<file path="src/rtl/dncd_pkg.sv">
package dncd_pkg;

  // Field widths of the two channels.
  localparam int unsigned DayCountW = 21;
  localparam int unsigned DomW      = 5;
  localparam int unsigned MonthW    = 4;
  localparam int unsigned YearW     = 14;
  localparam int unsigned WeekdayW  = 3;

  // Day index after the century correction, one bit wider than the count.
  localparam int unsigned DayIdxW   = 22;

  // Century divider: floor((4*day + bias) / 146097), dividend below 2^23.
  localparam int unsigned DivAInW     = 23;
  localparam int unsigned DivADivisor = 146097;
  localparam int unsigned DivAQW      = 6;

  // Year divider: floor((4*index + bias) / 1461), dividend below 2^24.
  localparam int unsigned DivBInW     = 24;
  localparam int unsigned DivBDivisor = 1461;
  localparam int unsigned DivBQW      = 14;

  typedef logic signed [DayCountW-1:0] day_count_t;
  typedef logic signed [DayIdxW-1:0]   day_index_t;
  typedef logic        [DomW-1:0]      dom_t;
  typedef logic        [MonthW-1:0]    month_t;
  typedef logic signed [YearW-1:0]     year_t;
  typedef logic        [WeekdayW-1:0]  weekday_t;

endpackage

</file>
<file path="src/rtl/day_number_to_calendar_date_unit.sv">
// Day count to calendar date unit.
// The input channel (in_valid_i, in_ready_o, day_count_i) takes a signed
// count of days since 1899-12-31. The output channel (out_valid_o,
// out_ready_i) returns day of month, month, astronomical year and weekday,
// Sunday being 1. Days after 1582-10-04 follow the Gregorian calendar and
// earlier days the Julian one.
// The pipeline runs from input transfer to result valid through two stages
// for the century divider, one for the index correction, two for the year
// divider and four for the month split and date assembly. One transfer is
// taken every cycle while the receiver keeps up.
// Reset clears every stage valid bit; the pipeline starts empty and there
// is no state beyond it.
// When the receiver stalls, the last stage holds its result and the stages
// behind it keep filling until every stage is full; only then does
// in_ready_o fall. Nothing is dropped or repeated.
module day_number_to_calendar_date_unit (
  input  logic                  clk_i,
  input  logic                  rst_ni,
  input  logic                  in_valid_i,
  output logic                  in_ready_o,
  input  dncd_pkg::day_count_t  day_count_i,
  output logic                  out_valid_o,
  input  logic                  out_ready_i,
  output dncd_pkg::dom_t        day_of_month_o,
  output dncd_pkg::month_t      month_number_o,
  output dncd_pkg::year_t       year_number_o,
  output dncd_pkg::weekday_t    weekday_o
);

  import dncd_pkg::*;

  // Century bias 145857 plus fourteen periods of 146097, so that the
  // quotient is the century term with its offset of fourteen included.
  localparam logic signed [DivAInW:0] CentBias = 24'sd2191215;
  localparam int unsigned             SbBW     = WeekdayW + DayIdxW;

  logic signed [DivAInW:0] na_wide;
  logic [DivAInW-1:0]      na;

  logic                    a_valid, a_ready;
  logic [DivAQW-1:0]       a_quot;
  logic [DayCountW-1:0]    a_sb;

  logic                    m_valid, m_ready;
  logic [DivBInW-1:0]      m_dividend;
  day_index_t              m_index;
  weekday_t                m_weekday;

  logic                    b_valid, b_ready;
  logic [DivBQW-1:0]       b_quot;
  logic [SbBW-1:0]         b_sb;

  // Dividend of the century term; only used on the Gregorian side.
  assign na_wide = ($signed((DivAInW+1)'(day_count_i)) <<< 2) + CentBias;
  assign na      = na_wide[DivAInW-1:0];

  dncd_const_div #(
    .InW     (DivAInW),
    .Divisor (DivADivisor),
    .QW      (DivAQW),
    .SbW     (DayCountW)
  ) u_div_century (
    .clk_i      (clk_i),
    .rst_ni     (rst_ni),
    .valid_i    (in_valid_i),
    .ready_o    (in_ready_o),
    .dividend_i (na),
    .sb_i       (day_count_i),
    .valid_o    (a_valid),
    .ready_i    (a_ready),
    .quot_o     (a_quot),
    .sb_o       (a_sb)
  );

  dncd_mid u_mid (
    .clk_i       (clk_i),
    .rst_ni      (rst_ni),
    .valid_i     (a_valid),
    .ready_o     (a_ready),
    .century_i   (a_quot),
    .day_count_i ($signed(a_sb)),
    .valid_o     (m_valid),
    .ready_i     (m_ready),
    .dividend_o  (m_dividend),
    .day_index_o (m_index),
    .weekday_o   (m_weekday)
  );

  dncd_const_div #(
    .InW     (DivBInW),
    .Divisor (DivBDivisor),
    .QW      (DivBQW),
    .SbW     (SbBW)
  ) u_div_year (
    .clk_i      (clk_i),
    .rst_ni     (rst_ni),
    .valid_i    (m_valid),
    .ready_o    (m_ready),
    .dividend_i (m_dividend),
    .sb_i       ({m_weekday, m_index}),
    .valid_o    (b_valid),
    .ready_i    (b_ready),
    .quot_o     (b_quot),
    .sb_o       (b_sb)
  );

  dncd_tail u_tail (
    .clk_i          (clk_i),
    .rst_ni         (rst_ni),
    .valid_i        (b_valid),
    .ready_o        (b_ready),
    .cycle_i        (b_quot),
    .day_index_i    ($signed(b_sb[DayIdxW-1:0])),
    .weekday_i      (b_sb[SbBW-1:DayIdxW]),
    .valid_o        (out_valid_o),
    .ready_i        (out_ready_i),
    .day_of_month_o (day_of_month_o),
    .month_number_o (month_number_o),
    .year_number_o  (year_number_o),
    .weekday_o      (weekday_o)
  );

endmodule

</file>
<file path="src/rtl/dncd_const_div.sv">
module dncd_const_div #(
  parameter int unsigned InW     = dncd_pkg::DivBInW,
  parameter int unsigned Divisor = dncd_pkg::DivBDivisor,
  parameter int unsigned QW      = dncd_pkg::DivBQW,
  parameter int unsigned SbW     = 1
) (
  input  logic           clk_i,
  input  logic           rst_ni,
  input  logic           valid_i,
  output logic           ready_o,
  input  logic [InW-1:0] dividend_i,
  input  logic [SbW-1:0] sb_i,
  output logic           valid_o,
  input  logic           ready_i,
  output logic [QW-1:0]  quot_o,
  output logic [SbW-1:0] sb_o
);

  // Truncated reciprocal: the first estimate is the quotient or one below it.
  localparam logic [QW-1:0]  Recip  = QW'((64'd1 << InW) / Divisor);
  localparam logic [InW-1:0] DivC   = InW'(Divisor);
  localparam logic [InW:0]   Div2C  = (InW+1)'(2 * Divisor);
  localparam int unsigned    PW     = InW + QW;

  logic           v1_q, v2_q;
  logic           rdy1, rdy2;
  logic [PW-1:0]  prod_d, prod_q;
  logic [InW-1:0] num_q;
  logic [SbW-1:0] sb1_q, sb2_q;
  logic [QW-1:0]  q0;
  logic [PW-1:0]  back;
  logic [InW-1:0] rem;
  logic [QW-1:0]  quot_d, quot_q;

  // A stage takes a new transfer when it is empty or its content moves on.
  assign rdy2    = !v2_q || ready_i;
  assign rdy1    = !v1_q || rdy2;
  assign ready_o = rdy1;

  // Stage one multiplies by the reciprocal.
  assign prod_d = PW'(dividend_i) * PW'(Recip);

  // Stage two forms the remainder of the estimate and corrects by one.
  assign q0     = prod_q[PW-1:InW];
  assign back   = PW'(q0) * PW'(DivC);
  assign rem    = num_q - back[InW-1:0];
  assign quot_d = (rem >= DivC) ? q0 + QW'(1) : q0;

  always_ff @(posedge clk_i or negedge rst_ni) begin
    if (!rst_ni) begin
      v1_q <= 1'b0;
      v2_q <= 1'b0;
    end else begin
      if (rdy1) begin
        v1_q <= valid_i;
      end
      if (rdy2) begin
        v2_q <= v1_q;
      end
    end
  end

  always_ff @(posedge clk_i) begin
    if (rdy1 && valid_i) begin
      prod_q <= prod_d;
      num_q  <= dividend_i;
      sb1_q  <= sb_i;
    end
    if (rdy2 && v1_q) begin
      quot_q <= quot_d;
      sb2_q  <= sb1_q;
    end
  end

  assign valid_o = v2_q;
  assign quot_o  = quot_q;
  assign sb_o    = sb2_q;

`ifndef NO_ASSERTIONS
  // The reciprocal estimate never falls more than one below the quotient.
  a_rem_bound: assert property (@(posedge clk_i) disable iff (!rst_ni)
    v1_q |-> ({1'b0, rem} < Div2C))
    else $error("divider remainder out of range");

  // An accepted transfer always lands in the first stage.
  a_accept_fills: assert property (@(posedge clk_i) disable iff (!rst_ni)
    (valid_i && rdy1) |=> v1_q)
    else $error("accepted transfer lost in divider");

  // A blocked first stage keeps its product.
  a_stall_holds: assert property (@(posedge clk_i) disable iff (!rst_ni)
    (v1_q && !rdy2) |=> (v1_q && $stable(prod_q)))
    else $error("divider stage changed while blocked");
`endif

endmodule

</file>
<file path="src/rtl/dncd_mid.sv">
module dncd_mid (
  input  logic                          clk_i,
  input  logic                          rst_ni,
  input  logic                          valid_i,
  output logic                          ready_o,
  input  logic [dncd_pkg::DivAQW-1:0]   century_i,
  input  dncd_pkg::day_count_t          day_count_i,
  output logic                          valid_o,
  input  logic                          ready_i,
  output logic [dncd_pkg::DivBInW-1:0]  dividend_o,
  output dncd_pkg::day_index_t          day_index_o,
  output dncd_pkg::weekday_t            weekday_o
);

  import dncd_pkg::*;

  localparam int unsigned AdjW = DivAQW + 1;
  localparam int unsigned WkW  = 24;
  localparam day_count_t  GregStart = -21'sd115860;
  // Julian day of the epoch plus one, so that Sunday gives remainder zero.
  localparam logic [WkW-1:0]          WeekBias = 24'd2415021;
  // Offset 1172 of the year term plus 2871 periods of 1461 to stay positive.
  localparam logic signed [DayIdxW+2:0] YearBias = 25'sd4195703;

  logic                      v_q;
  logic                      greg;
  logic [AdjW-1:0]           adj;
  day_index_t                idx_d, idx_q;
  logic signed [DayIdxW+2:0] yw;
  logic [DivBInW-1:0]        dividend_d, dividend_q;
  logic [WkW-1:0]            wk;
  logic [5:0]                dsum;
  logic [3:0]                f1;
  logic [2:0]                f2;
  logic [2:0]                rem7;
  weekday_t                  wd_d, wd_q;

  assign ready_o = !v_q || ready_i;

  // Gregorian correction applies after the calendar switch.
  assign greg  = day_count_i > GregStart;
  assign adj   = AdjW'(century_i) - AdjW'(century_i >> 2) + AdjW'(1);
  assign idx_d = greg ? $signed(DayIdxW'(day_count_i) + DayIdxW'(adj))
                      : DayIdxW'(day_count_i);

  // Dividend of the year term, shifted into the positive range.
  assign yw         = $signed({idx_d[DayIdxW-1], idx_d, 2'b00}) + YearBias;
  assign dividend_d = yw[DivBInW-1:0];

  // Weekday: octal digits summed and folded, since eight is one modulo seven.
  assign wk = WkW'(day_count_i) + WeekBias;

  always_comb begin
    dsum = '0;
    for (int k = 0; k < WkW / 3; k++) begin
      dsum = dsum + 6'(wk[3*k +: 3]);
    end
  end

  assign f1   = 4'(dsum[5:3]) + 4'(dsum[2:0]);
  assign f2   = 3'(f1[3]) + f1[2:0];
  assign rem7 = (f2 == 3'd7) ? 3'd0 : f2;
  assign wd_d = rem7 + 3'd1;

  always_ff @(posedge clk_i or negedge rst_ni) begin
    if (!rst_ni) begin
      v_q <= 1'b0;
    end else if (ready_o) begin
      v_q <= valid_i;
    end
  end

  always_ff @(posedge clk_i) begin
    if (ready_o && valid_i) begin
      idx_q      <= idx_d;
      dividend_q <= dividend_d;
      wd_q       <= wd_d;
    end
  end

  assign valid_o     = v_q;
  assign dividend_o  = dividend_q;
  assign day_index_o = idx_q;
  assign weekday_o   = wd_q;

`ifndef NO_ASSERTIONS
  // The folded remainder plus one never wraps to zero.
  a_weekday_nonzero: assert property (@(posedge clk_i) disable iff (!rst_ni)
    v_q |-> (wd_q != '0))
    else $error("weekday code zero");
`endif

endmodule

</file>
<file path="src/rtl/dncd_tail.sv">
module dncd_tail (
  input  logic                         clk_i,
  input  logic                         rst_ni,
  input  logic                         valid_i,
  output logic                         ready_o,
  input  logic [dncd_pkg::DivBQW-1:0]  cycle_i,
  input  dncd_pkg::day_index_t         day_index_i,
  input  dncd_pkg::weekday_t           weekday_i,
  output logic                         valid_o,
  input  logic                         ready_i,
  output dncd_pkg::dom_t               day_of_month_o,
  output dncd_pkg::month_t             month_number_o,
  output dncd_pkg::year_t              year_number_o,
  output dncd_pkg::weekday_t           weekday_o
);

  import dncd_pkg::*;

  localparam int unsigned BW  = 13;
  localparam int unsigned TW  = 24;
  localparam int unsigned CW  = 9;
  localparam int unsigned NSt = 4;

  localparam logic signed [DivBQW:0] CycleBias = 15'sd2871;
  localparam logic signed [TW-1:0]   YearLen   = 24'sd1461;
  localparam logic signed [TW-1:0]   YearRound = 24'sd3;
  localparam logic signed [TW-1:0]   MonthBase = 24'sd416;
  localparam year_t                  YearEarly = 14'sd1899;
  localparam year_t                  YearLate  = 14'sd1900;
  localparam month_t                 MarchNum  = 4'd3;
  localparam month_t                 WrapMonth = 4'd14;

  // floor(30.6001 * k): days before month term k.
  localparam logic [CW-1:0] MonthDays [16] = '{
    9'd0,   9'd30,  9'd61,  9'd91,  9'd122, 9'd153, 9'd183, 9'd214,
    9'd244, 9'd275, 9'd306, 9'd336, 9'd367, 9'd397, 9'd428, 9'd459
  };

  logic [NSt-1:0]            v_q;
  logic [NSt-1:0]            rdy;

  logic signed [DivBQW:0]    bw;
  logic signed [BW-1:0]      b_d, b1_q, b2_q, b3_q;
  logic signed [TW-1:0]      t_d, t_q;
  day_index_t                idx1_q;
  weekday_t                  wd1_q, wd2_q, wd3_q, wd4_q;
  logic signed [TW-1:0]      cw;
  logic [CW-1:0]             c_d, c2_q, c3_q;
  month_t                    g_d, g3_q;
  logic [CW-1:0]             md;
  logic [CW-1:0]             dom_w;
  dom_t                      dom_d, dom_q;
  month_t                    month_d, month_q;
  year_t                     year_d, year_q;

  // Each stage fills when empty or when its content moves on.
  assign rdy[3]  = !v_q[3] || ready_i;
  assign rdy[2]  = !v_q[2] || rdy[3];
  assign rdy[1]  = !v_q[1] || rdy[2];
  assign rdy[0]  = !v_q[0] || rdy[1];
  assign ready_o = rdy[0];

  // Stage one: signed year count and its day total, 1461*b + 3.
  assign bw  = $signed({1'b0, cycle_i}) - CycleBias;
  assign b_d = bw[BW-1:0];
  assign t_d = TW'(b_d) * YearLen + YearRound;

  // Stage two: day within the March-based year.
  assign cw  = TW'(idx1_q) - (t_q >>> 2) + MonthBase;
  assign c_d = cw[CW-1:0];

  // Stage three: month term as the count of month starts already passed.
  always_comb begin
    g_d = '0;
    for (int k = 1; k < 16; k++) begin
      g_d = g_d + MonthW'(c2_q > MonthDays[k]);
    end
  end

  // Stage four: day, month and year.
  assign md      = MonthDays[g3_q];
  assign dom_w   = c3_q - md;
  assign dom_d   = dom_w[DomW-1:0];
  assign month_d = (g3_q >= WrapMonth) ? g3_q - 4'd13 : g3_q - 4'd1;
  assign year_d  = YearW'(b3_q) + ((month_d >= MarchNum) ? YearEarly : YearLate);

  always_ff @(posedge clk_i or negedge rst_ni) begin
    if (!rst_ni) begin
      v_q <= '0;
    end else begin
      if (rdy[0]) begin
        v_q[0] <= valid_i;
      end
      for (int k = 1; k < NSt; k++) begin
        if (rdy[k]) begin
          v_q[k] <= v_q[k-1];
        end
      end
    end
  end

  always_ff @(posedge clk_i) begin
    if (rdy[0] && valid_i) begin
      t_q    <= t_d;
      b1_q   <= b_d;
      idx1_q <= day_index_i;
      wd1_q  <= weekday_i;
    end
    if (rdy[1] && v_q[0]) begin
      c2_q  <= c_d;
      b2_q  <= b1_q;
      wd2_q <= wd1_q;
    end
    if (rdy[2] && v_q[1]) begin
      g3_q  <= g_d;
      c3_q  <= c2_q;
      b3_q  <= b2_q;
      wd3_q <= wd2_q;
    end
    if (rdy[3] && v_q[2]) begin
      dom_q   <= dom_d;
      month_q <= month_d;
      year_q  <= year_d;
      wd4_q   <= wd3_q;
    end
  end

  assign valid_o        = v_q[3];
  assign day_of_month_o = dom_q;
  assign month_number_o = month_q;
  assign year_number_o  = year_q;
  assign weekday_o      = wd4_q;

`ifndef NO_ASSERTIONS
  // The March-based day stays between the bounds the year term allows.
  a_day_range: assert property (@(posedge clk_i) disable iff (!rst_ni)
    v_q[1] |-> ((c2_q >= 9'd123) && (c2_q <= 9'd488)))
    else $error("day within year out of range");

  // The month term never falls below March of the prior count.
  a_month_term: assert property (@(posedge clk_i) disable iff (!rst_ni)
    v_q[2] |-> (g3_q >= 4'd4))
    else $error("month term out of range");
`endif

endmodule
</file>
<file path="config.mk">
export PLATFORM = sky130hd
export DESIGN_NAME = day_number_to_calendar_date_unit
export DESIGN_NICKNAME = d
export VERILOG_FILES = /design/src/rtl/dncd_pkg.sv /design/src/rtl/day_number_to_calendar_date_unit.sv /design/src/rtl/dncd_const_div.sv /design/src/rtl/dncd_mid.sv /design/src/rtl/dncd_tail.sv
export SDC_FILE = /design/constraint.sdc
export NUM_CORES = 1
export LEC_CHECK = 0
export ABC_AREA = 1
export BUFFER_PORTS_ARGS = -buffer_cell sky130_fd_sc_hd__buf_2
export CAP_MARGIN = 20
export CORE_ASPECT_RATIO = 2
export CORE_MARGIN = 2
export CORE_UTILIZATION = 61
export DETAILED_ROUTE_END_ITERATION = 10
export GPL_TIMING_DRIVEN = 0
export PLACE_DENSITY = 0.75
export SETUP_SLACK_MARGIN = 0.15
export SYNTH_ARGS = -nofsm -noshare
export SYNTH_HDL_FRONTEND = slang
export SYNTH_HIERARCHICAL = 1
export SYNTH_SLANG_ARGS = --single-unit
</file>
<file path="constraint.sdc">
create_clock -name clk_i -period 7.51 [get_ports clk_i]
set_input_delay 0.3755 -clock clk_i [delete_from_list [all_inputs] [get_ports clk_i]]
set_output_delay 0.3755 -clock clk_i [all_outputs]
set_load 0.01 [all_outputs]
</file>
==> key figures <==
Critical path
  • WP data required: a little under 8 ns
  • Critical Path Sink Type: register
  • Worst Setup Start Kind: register
  • Largest stage delay, worst path: 0.54 ns
  • Crit Path Category: reg -> reg
  • Worst-path fanout max: 5
  • Data arrival, critical path: around 7 ns
  • Worst path slowest cell: fa_1

Clocking
  • Clock transition at the registers of the reported paths: 0.07 ns
  • TritonCTS clock tree: built
  • Root Buffer: clkbuf_16
  • Max Buffers Root-to-Sink: 3
  • Clk_lat worst skew: 0.59 ns
  • # clock sinks: 305
  • H-tree depth: 1
  • Buffers inserted by post-CTS timing repair: 0
  • Cts bufs inserted: 28

Min path
  • Worst min path class: in -> reg

Timing
  • Slew of the pin with the lowest slew margin: around 1.2 ns
  • Fin crit share: ~90%
  • Final hold violations: 0
  • Setup repair after global routing missed its margin: false
  • Relative max-transition margin: 22.3%
  • Setup total negative slack: 0 ns
  • Final-report max-slew violation count: 0
  • Fmax: ~0.15 GHz
  • Setup Skew: 0.0211 ns
  • Tmin final: between 6 and 7 ns
  • Setup-failing EPs final: 0

Route
  • Initial DRC count: between 1,000 and 1,500
  • Vias: roughly 25,000
  • Detail Route Antenna Nets: 0
  • DR vias/cell: ~5.3
  • Drt first pass iters: 8
  • Avg WL per Cell: ~17 um
  • DRC viols: 0
  • Final wirelength: 79,200 um

Logic synthesis
  • Mapped Area: between 30,000 and 40,000 um2
  • Syn avg cell area: roughly 8.8 um2
  • Cells after synthesis: approximately 3,900
  • Syn. warnings: 6

Global route
  • First-pass GRT wire length: 126,000 um
  • Remaining global-route overflow: 0
  • Vias in the first global route: around 26,000
  • Largest net degree at the start of global routing: 44
  • Initial antenna violation count: 0
  • Total GRT Usage: 28.0%

Placement
  • RePlAce Congestion: a little under 1
  • Post-DP Area: 35,500 um2
  • Count of input and output buffers: 52
  • Post-Place Cells: approximately 4,700
  • Post-DP HPWL: about 68,000 um

Floorplanning
  • FP Rows: 122
  • Core Area: approximately 55,000 um2
  • Horiz. Die Dim: approximately 170 um
  • Die H: 339 um
  • Die ar.: between 50,000 and 60,000 um2
  • IO Count: 53
  • Initial core utilization: between 60 and 70%

Layout
  • Final non-filler cell total: between 4,000 and 5,000
  • N_diodes: 0
  • Final std cell area, no fill: roughly 37,000 um2
  • Final core occ: between 60% and 70%
  • Area growth, synth to finish: 6.87%
  • Nets: ~4,800
  • Layout cells sized above 1: under 10%

Run
  • Max-capacitance violation count: 0

Run status
  • Status: finished clean
-- registers in the layout, indices dropped and copies added (netlist names), 9 cells and up --
register and cells:
u_tail/b3_q 13, u_tail/b2_q 13, u_div_century/prod_q 9, u_tail/t_q 9
u_div_year/num_q 23, u_div_century/num_q 20, u_tail/year_number_o 14, u_tail/idx1_q 9
u_div_century/sb1_q 21, u_div_century/sb_o 21, u_div_year/quot_o 13, u_div_year/prod_q 15
u_mid/dividend_o 22, u_div_year/sb1_q 12, u_mid/day_index_o 9, u_tail/c2_q 9
u_div_year/sb_o 12, u_tail/b1_q 13
-- worst max-delay path: cells and delay by family, from the launching register on --
kind	cells	cell delay (ns)
and+or+nand+nor	6	0.67
xor gates and xnor gates	4	0.84
DFF	1	0.52
AOI/OAI and AO/OA	5	0.87
buffers and inverters	2	0.13
adders and majority gates	10	3.48
-- final cells by class --
| class | count | area [um2] |
|---|---|---|
| buffer | 22 | 190 |
| clock buffer | 32 | 716 |
| clock inverter | 18 | 223 |
| fill | 4592 | 18900 |
| inverter | 952 | 3570 |
| multi-input combinational | 2606 | 21400 |
| sequential | 305 | 9110 |
| tap | 744 | 931 |
| timing repair buffer | 63 | 410 |
-- timing repair --
action / CTS / global route
hold buffers: 6 / 0
endpoints found under the setup margin: 0 / 1
gates resized for setup: 0 / 2
hold endpoints to repair: 14 / 0
-- path summary, 6_finish.rpt --
kind	slack (ns)	from	to	depth (start not counted)
setup reg to reg	0.72	u_div_century/sb_o[0]	u_mid/weekday_o[2]	27
hold reg to reg	0.40	u_tail/b1_q[3]	u_tail/b2_q[3]	0
min in group asynchronous	0.18	rst_ni	u_div_century/v1_q	2
setup / recovery	0.72	u_div_century/sb_o[0]	u_mid/weekday_o[2]	27
hold / removal	0.03	in_valid_i	u_div_century/v1_q	3
max in group asynchronous	7.13	rst_ni	u_tail/v_q[3]	2
-- per-stage QoR --
| step | setup slack [ns] | hold WS [ns] |
|---|---|---|
| after floorplan | 1.28 | 0.0799 |
| after global placement | 0.768 | 0.244 |
| after detailed placement | 0.600 | 0.253 |
| after CTS | 0.607 | 0.00166 |
| after global routing | 0.220 | 0.0252 |
| final | 0.721 | 0.0325 |
-- metal layers --
| layer | part of all wire, % | global-route usage, % |
|---|---|---|
| met1 | 31 | 23.9 |
| met2 | 58 | 57.8 |
| met5 | 0 | 0 |
| met3 | 2.1 | 2.01 |
| met4 | 8.6 | 19.9 |
-- cells in the final DEF, fill, tap and decap left out, types with 26 or more instances in the layout --
master	n
fa_1	325
a21oi_1	125
nand2_2	66
o21ai_0	69
ha_1	451
xnor2_1	31
inv_1	922
inv_2	26
clkbuf_16	28
nor2_2	27
buf_2	59
nand4_1	46
xor2_1	115
edfxtp_1	296
nand2_1	784
nand3_1	184
nor3_1	33
nor2_1	190
Power is left out: the tool's default activity adds up to more than one toggle a clock period on the data nets, which glitch-free logic cannot reach.
